`config.mk`:
```
export PLATFORM = sky130hd
export DESIGN_NAME = midi_voice_allocator_unit
export DESIGN_NICKNAME = d
export VERILOG_FILES = /design/src/sv/mva_pkg.sv /design/src/sv/midi_voice_allocator_unit.sv
export SDC_FILE = /design/constraint.sdc
export NUM_CORES = 1
export LEC_CHECK = 0
export BUFFER_PORTS_ARGS = -buffer_cell sky130_fd_sc_hd__buf_4
export CAP_MARGIN = 20
export CORE_MARGIN = 2
export CORE_UTILIZATION = 59
export CTS_CLUSTER_DIAMETER = 150
export CTS_CLUSTER_SIZE = 16
export DETAILED_ROUTE_END_ITERATION = 8
export GPL_TIMING_DRIVEN = 0
export MAX_ROUTING_LAYER = met4
export PLACE_DENSITY = 0.86
export SLEW_MARGIN = 20
export SYNTH_ARGS = -nofsm -noshare
export SYNTH_HDL_FRONTEND = slang
export SYNTH_SLANG_ARGS = --single-unit
```
`constraint.sdc`:
```
create_clock -name clk_i -period 3.4 [get_ports clk_i]
set_input_delay 0.34 -clock clk_i [delete_from_list [all_inputs] [get_ports clk_i]]
set_output_delay 0.34 -clock clk_i [all_outputs]
set_load 0.005 [all_outputs]
```
`src/sv/mva_pkg.sv`:
```
// Shared types and constants of the MIDI voice allocator.
// Holds the voice entry type and the phase increment table builder; no dependencies.
`timescale 1ns / 1ps

package mva_pkg;

  localparam int NOTE_W      = 7;
  localparam int VEL_W       = 7;
  localparam int BASE_W      = 11;
  localparam int NOTE_COUNT  = 128;
  localparam int NOTES_PER_OCTAVE = 12;

  // Base frequency of note 0 times 10^10, and the fixed-point scale chain.
  localparam logic [63:0] BASE_FREQ_E10  = 64'd81757989156;
  localparam logic [63:0] PRE_SCALE      = 64'd100000000;
  localparam logic [63:0] SAMPLE_RATE_HZ = 64'd32000;
  localparam logic [63:0] POST_DIVISOR   = 64'd100 * SAMPLE_RATE_HZ * 64'd16777216;
  localparam logic [63:0] BASE_MAX       = 64'd2047;

  // 2^(s/12) in Q24, semitone 11 first.
  localparam logic [11:0][24:0] SEMITONE_RATIO_Q24 = {
    25'd31671166, 25'd29893600, 25'd28215802, 25'd26632170,
    25'd25137421, 25'd23726566, 25'd22394897, 25'd21137968,
    25'd19951585, 25'd18831788, 25'd17774841, 25'd16777216
  };

  typedef logic [NOTE_COUNT-1:0][BASE_W-1:0] inc_rom_t;

  typedef struct packed {
    logic              active;
    logic [NOTE_W-1:0] note;
    logic [VEL_W-1:0]  velocity;
  } voice_entry_t;

  // Elaboration-time table: saturated base increment for every note.
  function automatic inc_rom_t build_inc_rom(input logic [63:0] points);
    inc_rom_t    rom;
    logic [63:0] p;
    logic [63:0] q;
    logic [63:0] v;
    int          n;
    int          s;
    int          o;
    for (n = 0; n < NOTE_COUNT; n++) begin
      s = n % NOTES_PER_OCTAVE;
      o = n / NOTES_PER_OCTAVE;
      p = 64'(SEMITONE_RATIO_Q24[s]) * BASE_FREQ_E10;
      q = p / PRE_SCALE;
      v = ((q << o) * points) / POST_DIVISOR;
      if (v > BASE_MAX) begin
        v = BASE_MAX;
      end
      rom[n] = v[BASE_W-1:0];
    end
    return rom;
  endfunction

endpackage

```
`src/sv/midi_voice_allocator_unit.sv`:
```
// Top level of the MIDI polyphonic voice allocator.
// Depends on mva_pkg for the voice entry type and the increment table.
//
// Usage:
//  - Input channel (in_valid_i / in_ready_o) carries one note event item:
//    note_number_i and key_velocity_i. Nonzero velocity is a note-on, zero
//    a note-off.
//  - Output channel (out_valid_o / out_ready_i) carries one result item per
//    event: voice index, found flag, note-on flag and three phase increments.
//  - Voice state sits in a single-port synchronous store, one entry per voice,
//    read one entry a cycle. A note-on claims the lowest free voice, a
//    note-off frees the lowest active voice holding that note.
//  - A scan reads the voices in order from voice 0 and stops at the voice
//    that hits (or at VOICE_COUNT-1 on a miss); the result is then loaded
//    into the output register. The next item can be taken once the result
//    is registered, not while the scan of the current item is running.
//  - A finished result waits in the output register; a new item may be taken
//    while it waits. A scan that ends while the register is still full holds
//    until the receiver takes the old result.
//  - Reset clears all voices at once through per-entry valid bits; an entry
//    that was never written reads as free.
`timescale 1ns / 1ps

module midi_voice_allocator_unit import mva_pkg::*; #(
  parameter int VOICE_COUNT       = 8,
  parameter int WAVE_TABLE_POINTS = 4096
) (
  input  logic              clk_i,
  input  logic              rst_ni,
  input  logic              in_valid_i,
  output logic              in_ready_o,
  input  logic [NOTE_W-1:0] note_number_i,
  input  logic [VEL_W-1:0]  key_velocity_i,
  output logic              out_valid_o,
  input  logic              out_ready_i,
  output logic [2:0]        voice_index_o,
  output logic              found_o,
  output logic              is_note_on_o,
  output logic [10:0]       base_increment_o,
  output logic [11:0]       double_increment_o,
  output logic [9:0]        half_increment_o
);

  localparam int IDX_W = (VOICE_COUNT > 1) ? $clog2(VOICE_COUNT) : 1;

  // Base increment per note, worked out at elaboration.
  localparam inc_rom_t BASE_ROM = build_inc_rom(64'(WAVE_TABLE_POINTS));

  localparam logic ST_IDLE = 1'b0;
  localparam logic ST_SCAN = 1'b1;

  logic state_q, state_d;

  // Event held for the duration of the scan.
  logic [NOTE_W-1:0] note_q;
  logic [VEL_W-1:0]  vel_q;

  // Voice store and its per-entry valid bits.
  voice_entry_t            voice_mem [VOICE_COUNT];
  logic [VOICE_COUNT-1:0]  entry_valid_q;
  voice_entry_t            rd_data_q;
  logic                    rd_valid_q;
  logic                    rd_en;
  logic [IDX_W-1:0]        rd_addr;
  logic                    wr_en;
  voice_entry_t            wr_data;

  // Index of the entry whose data sits in rd_data_q.
  logic [IDX_W-1:0] scan_idx_q, scan_idx_d;

  voice_entry_t entry;
  logic         is_on;
  logic         hit;
  logic         last;
  logic         slot_free;
  logic         accept;
  logic         finish;
  logic         advance;
  logic [31:0]  idx_wide;

  // Output register.
  logic              out_valid_q;
  logic [2:0]        out_idx_q;
  logic              out_found_q;
  logic              out_on_q;
  logic [BASE_W-1:0] out_base_q;

  assign in_ready_o = (state_q == ST_IDLE);
  assign accept     = in_valid_i && in_ready_o;

  // An entry never written since reset reads as an empty voice.
  assign entry     = rd_valid_q ? rd_data_q : '0;
  assign is_on     = (vel_q != '0);
  assign hit       = is_on ? !entry.active : (entry.active && (entry.note == note_q));
  assign last      = (scan_idx_q == IDX_W'(VOICE_COUNT - 1));
  assign slot_free = !out_valid_q || out_ready_i;

  // Finish on a hit or after the last voice, once the output slot is free.
  assign finish  = (state_q == ST_SCAN) && (hit || last) && slot_free;
  assign advance = (state_q == ST_SCAN) && !hit && !last;

  // Fetch voice 0 on acceptance, then the next voice each cycle of the scan.
  // The write of a finished item lands before the next item can be accepted,
  // so a read never overlaps a pending write of the same entry.
  assign rd_en   = accept || advance;
  assign rd_addr = accept ? '0 : (scan_idx_q + 1'b1);

  // Claim stores the event; release clears the entry to zero.
  assign wr_en   = finish && hit;
  assign wr_data = is_on ? voice_entry_t'{active: 1'b1, note: note_q, velocity: vel_q}
                         : voice_entry_t'('0);

  assign idx_wide = 32'(scan_idx_q);

  always_comb begin
    state_d    = state_q;
    scan_idx_d = scan_idx_q;
    unique case (state_q)
      ST_IDLE: begin
        if (accept) begin
          state_d    = ST_SCAN;
          scan_idx_d = '0;
        end
      end
      ST_SCAN: begin
        if (finish) begin
          state_d = ST_IDLE;
        end else if (advance) begin
          scan_idx_d = scan_idx_q + 1'b1;
        end
      end
      default: begin
        state_d = ST_IDLE;
      end
    endcase
  end

  always_ff @(posedge clk_i or negedge rst_ni) begin
    if (!rst_ni) begin
      state_q    <= ST_IDLE;
      scan_idx_q <= '0;
    end else begin
      state_q    <= state_d;
      scan_idx_q <= scan_idx_d;
    end
  end

  // Hold the event while scanning.
  always_ff @(posedge clk_i) begin
    if (accept) begin
      note_q <= note_number_i;
      vel_q  <= key_velocity_i;
    end
  end

  // Voice store: one write and one registered read per cycle.
  always_ff @(posedge clk_i) begin
    if (wr_en) begin
      voice_mem[scan_idx_q] <= wr_data;
    end
    if (rd_en) begin
      rd_data_q <= voice_mem[rd_addr];
    end
  end

  // Valid bits: reset marks every voice as empty at once.
  always_ff @(posedge clk_i or negedge rst_ni) begin
    if (!rst_ni) begin
      entry_valid_q <= '0;
      rd_valid_q    <= 1'b0;
    end else begin
      if (wr_en) begin
        entry_valid_q[scan_idx_q] <= 1'b1;
      end
      if (rd_en) begin
        rd_valid_q <= entry_valid_q[rd_addr];
      end
    end
  end

  always_ff @(posedge clk_i or negedge rst_ni) begin
    if (!rst_ni) begin
      out_valid_q <= 1'b0;
    end else if (finish) begin
      out_valid_q <= 1'b1;
    end else if (out_ready_i) begin
      out_valid_q <= 1'b0;
    end
  end

  // Load the result; drop the index on a miss and the increments on a miss or a note-off.
  always_ff @(posedge clk_i) begin
    if (finish) begin
      out_idx_q   <= hit ? idx_wide[2:0] : 3'd0;
      out_found_q <= hit;
      out_on_q    <= is_on;
      out_base_q  <= (hit && is_on) ? BASE_ROM[note_q] : '0;
    end
  end

  assign out_valid_o        = out_valid_q;
  assign voice_index_o      = out_idx_q;
  assign found_o            = out_found_q;
  assign is_note_on_o       = out_on_q;
  assign base_increment_o   = out_base_q;
  assign double_increment_o = {out_base_q, 1'b0};
  assign half_increment_o   = out_base_q[BASE_W-1:1];

endmodule

```
* Word-level counts from Yosys, hierarchy flattened *
Memory sizes are Yosys's and may differ from the RTL's. A register that Yosys moved wholly into a read port is not among the register bits.
Cells that the tools add are included.
W data, S select, Z words.

operators by class
  equal/unequal tests = 5
  mux-type cells = 19
  $add $sub $neg = 1
  reduce and logical (&&, ||, !) cells = 20
  bitwise logic cells = 2
  $lt $le $gt $ge = 3

operators with widths
  kind                   number
  $mux W15               2
  $mux W3                4
  $logic_and A1 B1 Y1    9
  $mux W1                9
  $lt A3 B4 Y1 const B   2
  $or A8 B8 Y8           1
  $eq A7 B7 Y1           1
  $reduce_bool A7 Y1     1
  $pmux W3 S2            1
  $logic_not A1 Y1       5
  $ne A2 B1 Y1 const B   2
  $add A3 B1 Y3 const B  1
  $bmux W1 S3            1
  $demux W1 S3           1
  $eq A3 B3 Y1 const B   1
  $ge A3 B1 Y1 const B   1
  $logic_or A1 B1 Y1     3
  $reduce_and A3 Y1      1
  $ne A2 B2 Y1 const B   1
  $pmux W1 S2            1
  $reduce_bool A2 Y1     1
  $not A1 Y1             1

storage, ports and cells
  ROM bits = 1408
  word-level logic and storage cells = 62
  memories kept = 2
  memory bits (writable) = 120
  output and inout bits = 40
  input bits = 18
  register bits after elaboration = 33

memory list
  name             words  bits a word  rd ports  clocked after memory_dff  write ports  line                              text
  (no name shown)  128    11           1         1                         0            midi_voice_allocator_unit.sv:197  out_base_q <= (hit && is_on) ? BASE_ROM[note_q] : '0;
  voice_mem        8      15           1         1                         1            midi_voice_allocator_unit.sv:59   voice_entry_t voice_mem [VOICE_COUNT];

* Logic depth before layout (Yosys ltp) *
Gate-level depths: netlist of run 1.

  depth after elaboration = 10
  mapped depth = 9
  mapped depth without buffers = 8

* Worst setup path before layout of run 1 *
Ideal clock, no wire load.

  kind = register -> register
  from = register note_q[1]
  to = memory voice_mem[1][10] (netlist name), enable pin
  arrival time = 2647 ps
  slack = 369 ps
  library setup time = 383 ps
  stages on the path, launching flop included = 7
  buffers on the path = 0
  required time = 3017 ps
  period minus slack after synthesis = 3031 ps
  cell sequence = edfxtp_1 > nand2b_4 > or4b_1 > a311o_1 > o21ai_4 > nand4_1 > nor3_1

between the ends
  word-level cells in the longest chain between the ends = 9

RTL lines
  element                           line                              text
  start: declaration                midi_voice_allocator_unit.sv:55   logic [NOTE_W-1:0] note_q;
  start signal: assignment          midi_voice_allocator_unit.sv:151  note_q <= note_number_i;
  $eq A7 B7 Y1 *                    midi_voice_allocator_unit.sv:94   assign hit = is_on ? !entry.active : (entry.active && (entry.note == note_q));
  $logic_and A1 B1 Y1 *             midi_voice_allocator_unit.sv:94
  $mux W1 *                         midi_voice_allocator_unit.sv:94
  via hit                           midi_voice_allocator_unit.sv:73   logic hit;
  $logic_or A1 B1 Y1                midi_voice_allocator_unit.sv:99   assign finish = (state_q == ST_SCAN) && (hit || last) && slot_free;
  $logic_and A1 B1 Y1 (2 in a row)  midi_voice_allocator_unit.sv:99
  $logic_and A1 B1 Y1 *             midi_voice_allocator_unit.sv:109  assign wr_en = finish && hit;
  $mux W1 *                         midi_voice_allocator_unit.sv:158  if (wr_en) begin
  $mux W1 (implied by the code) *   midi_voice_allocator_unit.sv:159  voice_mem[scan_idx_q] <= wr_data;
  end: declaration                  midi_voice_allocator_unit.sv:59

Mark *: on every way through the listed nets, which the timed path passes. The rest lies on a longest branch.

* Final worst setup path of run 1 *
  from = register note_q[1]
  to = memory voice_mem[2][14] (netlist name), enable pin

Same word-level chain as after synthesis.

==> results of run 1 <==
-- what timing repair did --
item	CTS	global route
resized for setup	7	8
hold endpoints to repair	28	0
setup endpoints to repair	64	64
pin swaps	0	2
hold buffers	15	0
buffers inserted	0	4
-- critical path: cells and delay by family, from the launching register on --
family,cells,cell delay [ps]
AOI/OAI and AO/OA,2,660
buffers and inverters,1,170
DFF,1,570
and+or+nand+nor,4,1610
-- power breakdown --
group          leakage [uW]  switching (uW)  internal [uW]
registers           0.00108             173           2000
logic               0.00135            1450           1000
clock network      0.000278             762            942
-- placed cells by master (no fill, tap or decap), drive strengths merged, types with 7 or more instances in the layout --
cell / instances
o22ai: 10
buf: 90
nand2b: 13
a21oi: 24
nor2: 28
dfrtp: 14
o21ai: 31
nand2: 69
o211ai: 10
ha: 10
dlygate4sd3: 15
clkbuf: 40
mux2: 12
inv: 22
nand3: 32
edfxtp: 102
mux2i: 7
-- metal layers --
metal	vias up	routed length (um)	part of all wire	track usage
met4	0	513	0.036	0.130
met3	56	1280	0.089	0.0583
li1	2008	-	-	-
met2	301	6860	0.48	0.451
met1	2134	5660	0.40	0.367
met5	-	0	0	-
-- area by class of cell --
type	count	area share
Buffer	53	0.0418
Clock inverter	15	0.0216
Tap cell	133	0.0232
Inverter	12	0.00627
Sequential cell	116	0.475
Timing Repair Buffer	75	0.0853
Clock buffer	17	0.0576
Multi-Input combinational cell	318	0.289
-- metrics by stage --
step | hold slack, ps | instances
6_report | 59.3 | 739
5_1_grt | 69.2 | 739
4_1_cts | 57.1 | 735
3_5_place_dp | 201 | 688
3_3_place_gp | 199 | 688
2_1_floorplan | 44.4 | 499
-- flip-flops by register name (all words and copies together), names as in the netlist --
signal / cells
base_increment_o: 11
entry_valid_q: 8
found_o: 1
is_note_on_o: 1
note_q: 7
out_valid_o: 1
rd_data_q: 8
rd_valid_q: 1
scan_idx_q: 3
state_q: 1
vel_q: 7
voice_index_o: 3
voice_mem: 64
-- kinds of logic (layout without fill, tap and decap cells) --
family | after synthesis | in the layout | synth area share
AND/OR/NAND/NOR | 167 | 167 | 0.136
other | 1 | 1 | 0.000650
AO/OA/AOI/OAI | 111 | 111 | 0.128
multiplexers | 23 | 23 | 0.0525
adder cells (fa/ha/maj) | 10 | 10 | 0.0217
flip-flops | 116 | 116 | 0.592
XOR/XNOR | 6 | 6 | 0.00911
buffers and inverters | 65 | 172 | 0.0599
-- final timing paths --
| path | start | end | slack, ps | depth (start not counted) |
|---|---|---|---|---|
| min in group asynchronous | rst_ni | state_q | 220 | 2 |
| max in group asynchronous | rst_ni | entry_valid_q[7] | 3000 | 2 |
| min | in_valid_i | state_q | 60 | 2 |
| max | note_q[1] | voice_mem[2][14] | 10 | 7 |
| max reg2reg | note_q[1] | voice_mem[2][14] | 10 | 7 |
| min reg2reg | entry_valid_q[1] | entry_valid_q[1] | 460 | 2 |
==> results by group, run 1 <==
Pwr
  – Pleak: 0.00271 uW
  – PwrDens: 881 nW/um2
  – Peak supply drop: 0.478 mV
  – Overall Power: 6330 uW

Final layout
  – Multi-input gate area: 2080 um2
  – Final antenna diode count: 0
  – Post-Route Utilization: 0.745
  – Area delta synth->final: 24.5%
  – FF/Latch Area: 3410 um2
  – # nets final: 621
  – Filler instances: 636
  – Fraction of layout cells with a size suffix above 1: 0.248
  – Finished Cell Area: 7180 um2

Clocking
  – Root Buffer: clkbuf_8
  – Worst-skew pair later-pin latency: ~530 ps
  – CTS tree: built
  – Clock tree buffer depth: 2
  – Htree depth: 4
  – Clock sinks: about 120
  – CTS Buf Count: 17
  – Reg clk slew, reported paths: ~70 ps

Logic synthesis
  – Async S/R FF share, synth: 0.121
  – Synth cell count leaders: edfxtp_1 (102), nand2_1 (69), nand3_1 (32)
  – Area of the mapped netlist: 5770 um2
  – Post-synth EDFFs: 102
  – Synthesized Nets: 527
  – Seq cells post-synth: 116
  – Top_reg_cell synth: edfxtp_1
  – Post-synth top area cell: edfxtp_1
  – Synth top area share: 0.531
  – Post-synthesis sequential area ratio: 0.592
  – Most frequent cell after synthesis: edfxtp_1
  – Synth warn: 0
  – Syn avg cell area: 11.6 um2
  – Unique masters post-synth: 58
  – Cells after Synth: 499
  – Synth top area cells: edfxtp_1 (53%), dfrtp_1 (6.1%), nand2_1 (4.5%)

Placed design
  – Dpl hpwl: 9.01 mm
  – Placement Cell Area: 6360 um2
  – I/O Buffers: 56
  – Dpl ws: -500 ps
  – Final Wtd Congestion: just over 0.9

Worst setup path
  – CP max FO: 11
  – Critical Path Max Stage Delay: 570 ps
  – CP required: 3570 ps
  – Worst Setup Start Kind: flop
  – Worst Path Arrival: 3560 ps
  – Critical path class: flop to flop
  – Critical-path cell list: nand2b_4 > or4b_1 > a311o_1 > o21ai_4 > or3b_1 > buf_6 > nor2_2
  – Crit. End Element: flop
  – CP max stage cell: edfxtp_1

Die
  – Initial Util: 0.599
  – Row cnt: 36
  – Core area: 9640 um2
  – DIE HEIGHT: about 100 um
  – I/O Pins: 58
  – Die W: 103 um
  – DIE AREA: around 11000 um2

Global route
  – Gr ovfl total: 0
  – Vias in the first global route: roughly 4300
  – Antenna violations before repair: 0
  – Tot GR Track Use: 0.289
  – Maximum number of pins on one net before global-route repair: 17
  – First-pass GRT wire length: 21.9 mm

Detailed routing
  – DRT iter0 DRCs: 482
  – Drc violations: 0
  – Pre-Repair DR Iteration Count: 5
  – Antenna-violating nets left: 0
  – Vias per cell: 6.09
  – Final wirelength: 14.3 mm
  – DR vias: 4499
  – Wirelength per Cell: around 19 um

STA
  – Fin crit period: roughly 3400 ps
  – Achievable Freq: 295 MHz
  – Fin. max-slew vios: 0
  – Final hold vios: 0
  – # setup viols final: 0
  – Setup WS post-layout: 12.8 ps
  – Worst Tran Pin Value: 753 ps
  – RSZ-0062 raised after global routing: true
  – Clock Skew: 12.1 ps
  – Period utilization: 0.996
  – Sum of negative setup slack: 0 ps
  – Max_slew headroom: 0.497

Run
  – Max_cap viols: 0

Run status
  – Status: finished, final reports clean

Min path
  – HP Class: input pin to flop
Power figures use the tool's default switching activity.
==> run 2, diff against run 1 <==
==> constraint.sdc (replaced) <==
create_clock -name clk_i -period 3.85 [get_ports clk_i]
set_input_delay 0.385 -clock clk_i [delete_from_list [all_inputs] [get_ports clk_i]]
set_output_delay 0.385 -clock clk_i [all_outputs]
set_load 0.005 [all_outputs]
==> run 2 against run 1 <==
Net effect:
- routed wire length is 1.8% lower
- utilization is 2.3 points lower
- sequential power is 12% lower
- global-route usage is 0.17 points lower
- maximum frequency is 6.8% lower
- clock power is 11% lower
- combinational power is 15% lower
- largest cell class unchanged
- hold slack worse by 31 ps
- clock-buffer cell count stayed put
==> results by group, run 2 (synthesis gave the netlist of run 1 again) <==
STA
  – Achievable Freq: 275 MHz
  – Max_slew headroom: 0.472
  – Fin. max-slew vios: 0
  – RSZ-0062 raised after global routing: true
  – Setup WS post-layout: about 220 ps
  – Worst Tran Pin Value: 793 ps
  – Fin crit period: approximately 3600 ps
  – Sum of negative setup slack: 0 ps
  – Clock Skew: ~10 ps
  – Period utilization: 0.944
  – # setup viols final: 0
  – Final hold vios: 0

Pwr
  – PwrDens: just under 800 nW/um2
  – Overall Power: around 5500 uW
  – Peak supply drop: 0.420 mV
  – Pleak: ~0.0026 uW

Worst setup path
  – CP max stage cell: nor2_1
  – CP max FO: 14
  – Worst path buffer plus inverter count: 0
  – Critical-path cell list: nor4_2 > nand2_1 > a311o_1 > o21ai_4 > nand4_1 > nor2_1
  – R2R Setup Slk: approximately 220 ps
  – Critical path class: flop to flop
  – Worst Path Arrival: roughly 3800 ps
  – Worst reg2reg path depth: 6
  – CP required: 4010 ps
  – CP delay by family, top: simple AND/OR/NAND/NOR gates
  – Worst reg2reg startpoint: vel_q[2]
  – Critical Path Max Stage Delay: 750 ps
  – Crit. End Element: flop
  – Reg2reg end: voice_mem[7][14]
  – Worst Setup Start Kind: flop

Placed design
  – Dpl ws: -50.1 ps
  – Final Wtd Congestion: ~0.94
  – Dpl hpwl: 9.01 mm
  – I/O Buffers: 56
  – Inst Count DP: 688

Final layout
  – Fraction of layout cells with a size suffix above 1: 0.241
  – Most frequent cells in the layout: edfxtp_1 (102), buf_4 (79), nand2_1 (69)
  – FF/Latch Area: 3410 um2
  – Max FFs per register: 64
  – Non-filler cells, final: 721
  – Area delta synth->final: 20.6%
  – Most common cell after layout, fill and taps aside: edfxtp_1
  – Filler instances: between 600 and 700
  – # nets final: about 600
  – Post-Route Utilization: 0.722
  – Final antenna diode count: 0
  – Top reg by flops: voice_mem
  – Multi-input gate area: 2030 um2

Min path
  – Hold Path Stages: 1
  – Hold Path End: vel_q[5]
  – HP Class: input pin to flop
  – Min-delay src: key_velocity_i[5]

Clocking
  – Reg clk slew, reported paths: approximately 70 ps
  – Root Buffer: clkbuf_8
  – CTS tree: built
  – Clock tree buffer depth: 2
  – CTS Buf Count: 17
  – Worst-skew pair later-pin latency: between 500 and 600 ps
  – Clock sinks: 116
  – Htree depth: 4

Die
  – DIE AREA: between 10000 and 15000 um2
  – Row cnt: 36
  – I/O Pins: 58
  – Die W: 103 um
  – DIE HEIGHT: 103 um
  – Initial Util: 0.599
  – Core area: approximately 9600 um2

Global route
  – Vias in the first global route: 4244
  – Maximum number of pins on one net before global-route repair: 17
  – Tot GR Track Use: 0.287
  – Gr ovfl total: 0
  – First-pass GRT wire length: between 20 and 25 mm
  – Antenna violations before repair: 0

Detailed routing
  – Drc violations: 0
  – Antenna-violating nets left: 0
  – Wirelength per Cell: 19.5 um
  – DRT iter0 DRCs: slightly below 500
  – Vias per cell: approximately 6
  – Pre-Repair DR Iteration Count: 5
  – Final wirelength: roughly 14 mm
  – DR vias: approximately 4400

Run
  – Max_cap viols: 0

Run status
  – Status: finished, final reports clean
run 2: cell count changes in the layout (fill, tap and decap cells not counted), moves of 2 or more:
cell,change
nor2_1,+2
dlygate4sd3_1,-14
buf_4,-3
nor2_4,-3
run 2: layout make-up:
cell class	count	share of cell area
inverter	12	0.00647
multi-input combinational	318	0.292
clock buffer	17	0.0595
sequential	116	0.490
buffer	53	0.0431
tap	133	0.0239
timing repair buffer	57	0.0618
clock inverter	15	0.0223
run 2: routing by layer:
metal | up-vias | track usage | part of all wire
met5 | - | - | 0
li1 | 1977 | - | -
met4 | 0 | 0.131 | 0.034
met3 | 50 | 0.0603 | 0.097
met2 | 303 | 0.444 | 0.48
met1 | 2083 | 0.367 | 0.38
run 2: worst max path at each step:
| stage | cells after the start | end | startpoint | slack (ps) |
|---|---|---|---|---|
| global placement | 6 | voice_mem[1][10] | vel_q[2] | 70 |
| CTS | 7 | voice_mem[6][14] | vel_q[5] | 240 |
| floorplan | 6 | voice_mem[1][10] | note_q[1] | 820 |
| global route | 6 | voice_mem[7][14] | vel_q[2] | -120 |
| finish | 6 | voice_mem[7][14] | vel_q[2] | 220 |
| detailed placement | 6 | voice_mem[1][8] | vel_q[5] | -50 |
run 2: metrics by stage:
step,hold WS [ps],cell area [um2]
2_1_floorplan,89.4,5770
3_3_place_gp,244,6360
3_5_place_dp,246,6360
4_1_cts,16.4,6940
5_1_grt,15.7,6960
6_report,28.2,6960
run 2: power breakdown:
part | switching, uW | internal [uW] | leakage (uW) | total, uW
registers | 143 | 1770 | 0.00108 | 1910
logic | 1250 | 839 | 0.00127 | 2090
clock network | 676 | 832 | 0.000278 | 1510
run 2: repair_timing:
action	CTS	global route
setup buffers	0	0
endpoints found under the hold margin	14	0
resized for setup	1	5
setup endpoints to repair	8	64
hold buffers	1	0
run 2: worst reg2reg max path: stages, from the launching register on:
cell      delay [ps]
edfxtp_1         370
nor4_2           540
nand2_1          460
a311o_1          460
o21ai_4          260
nand4_1          410
nor2_1           750
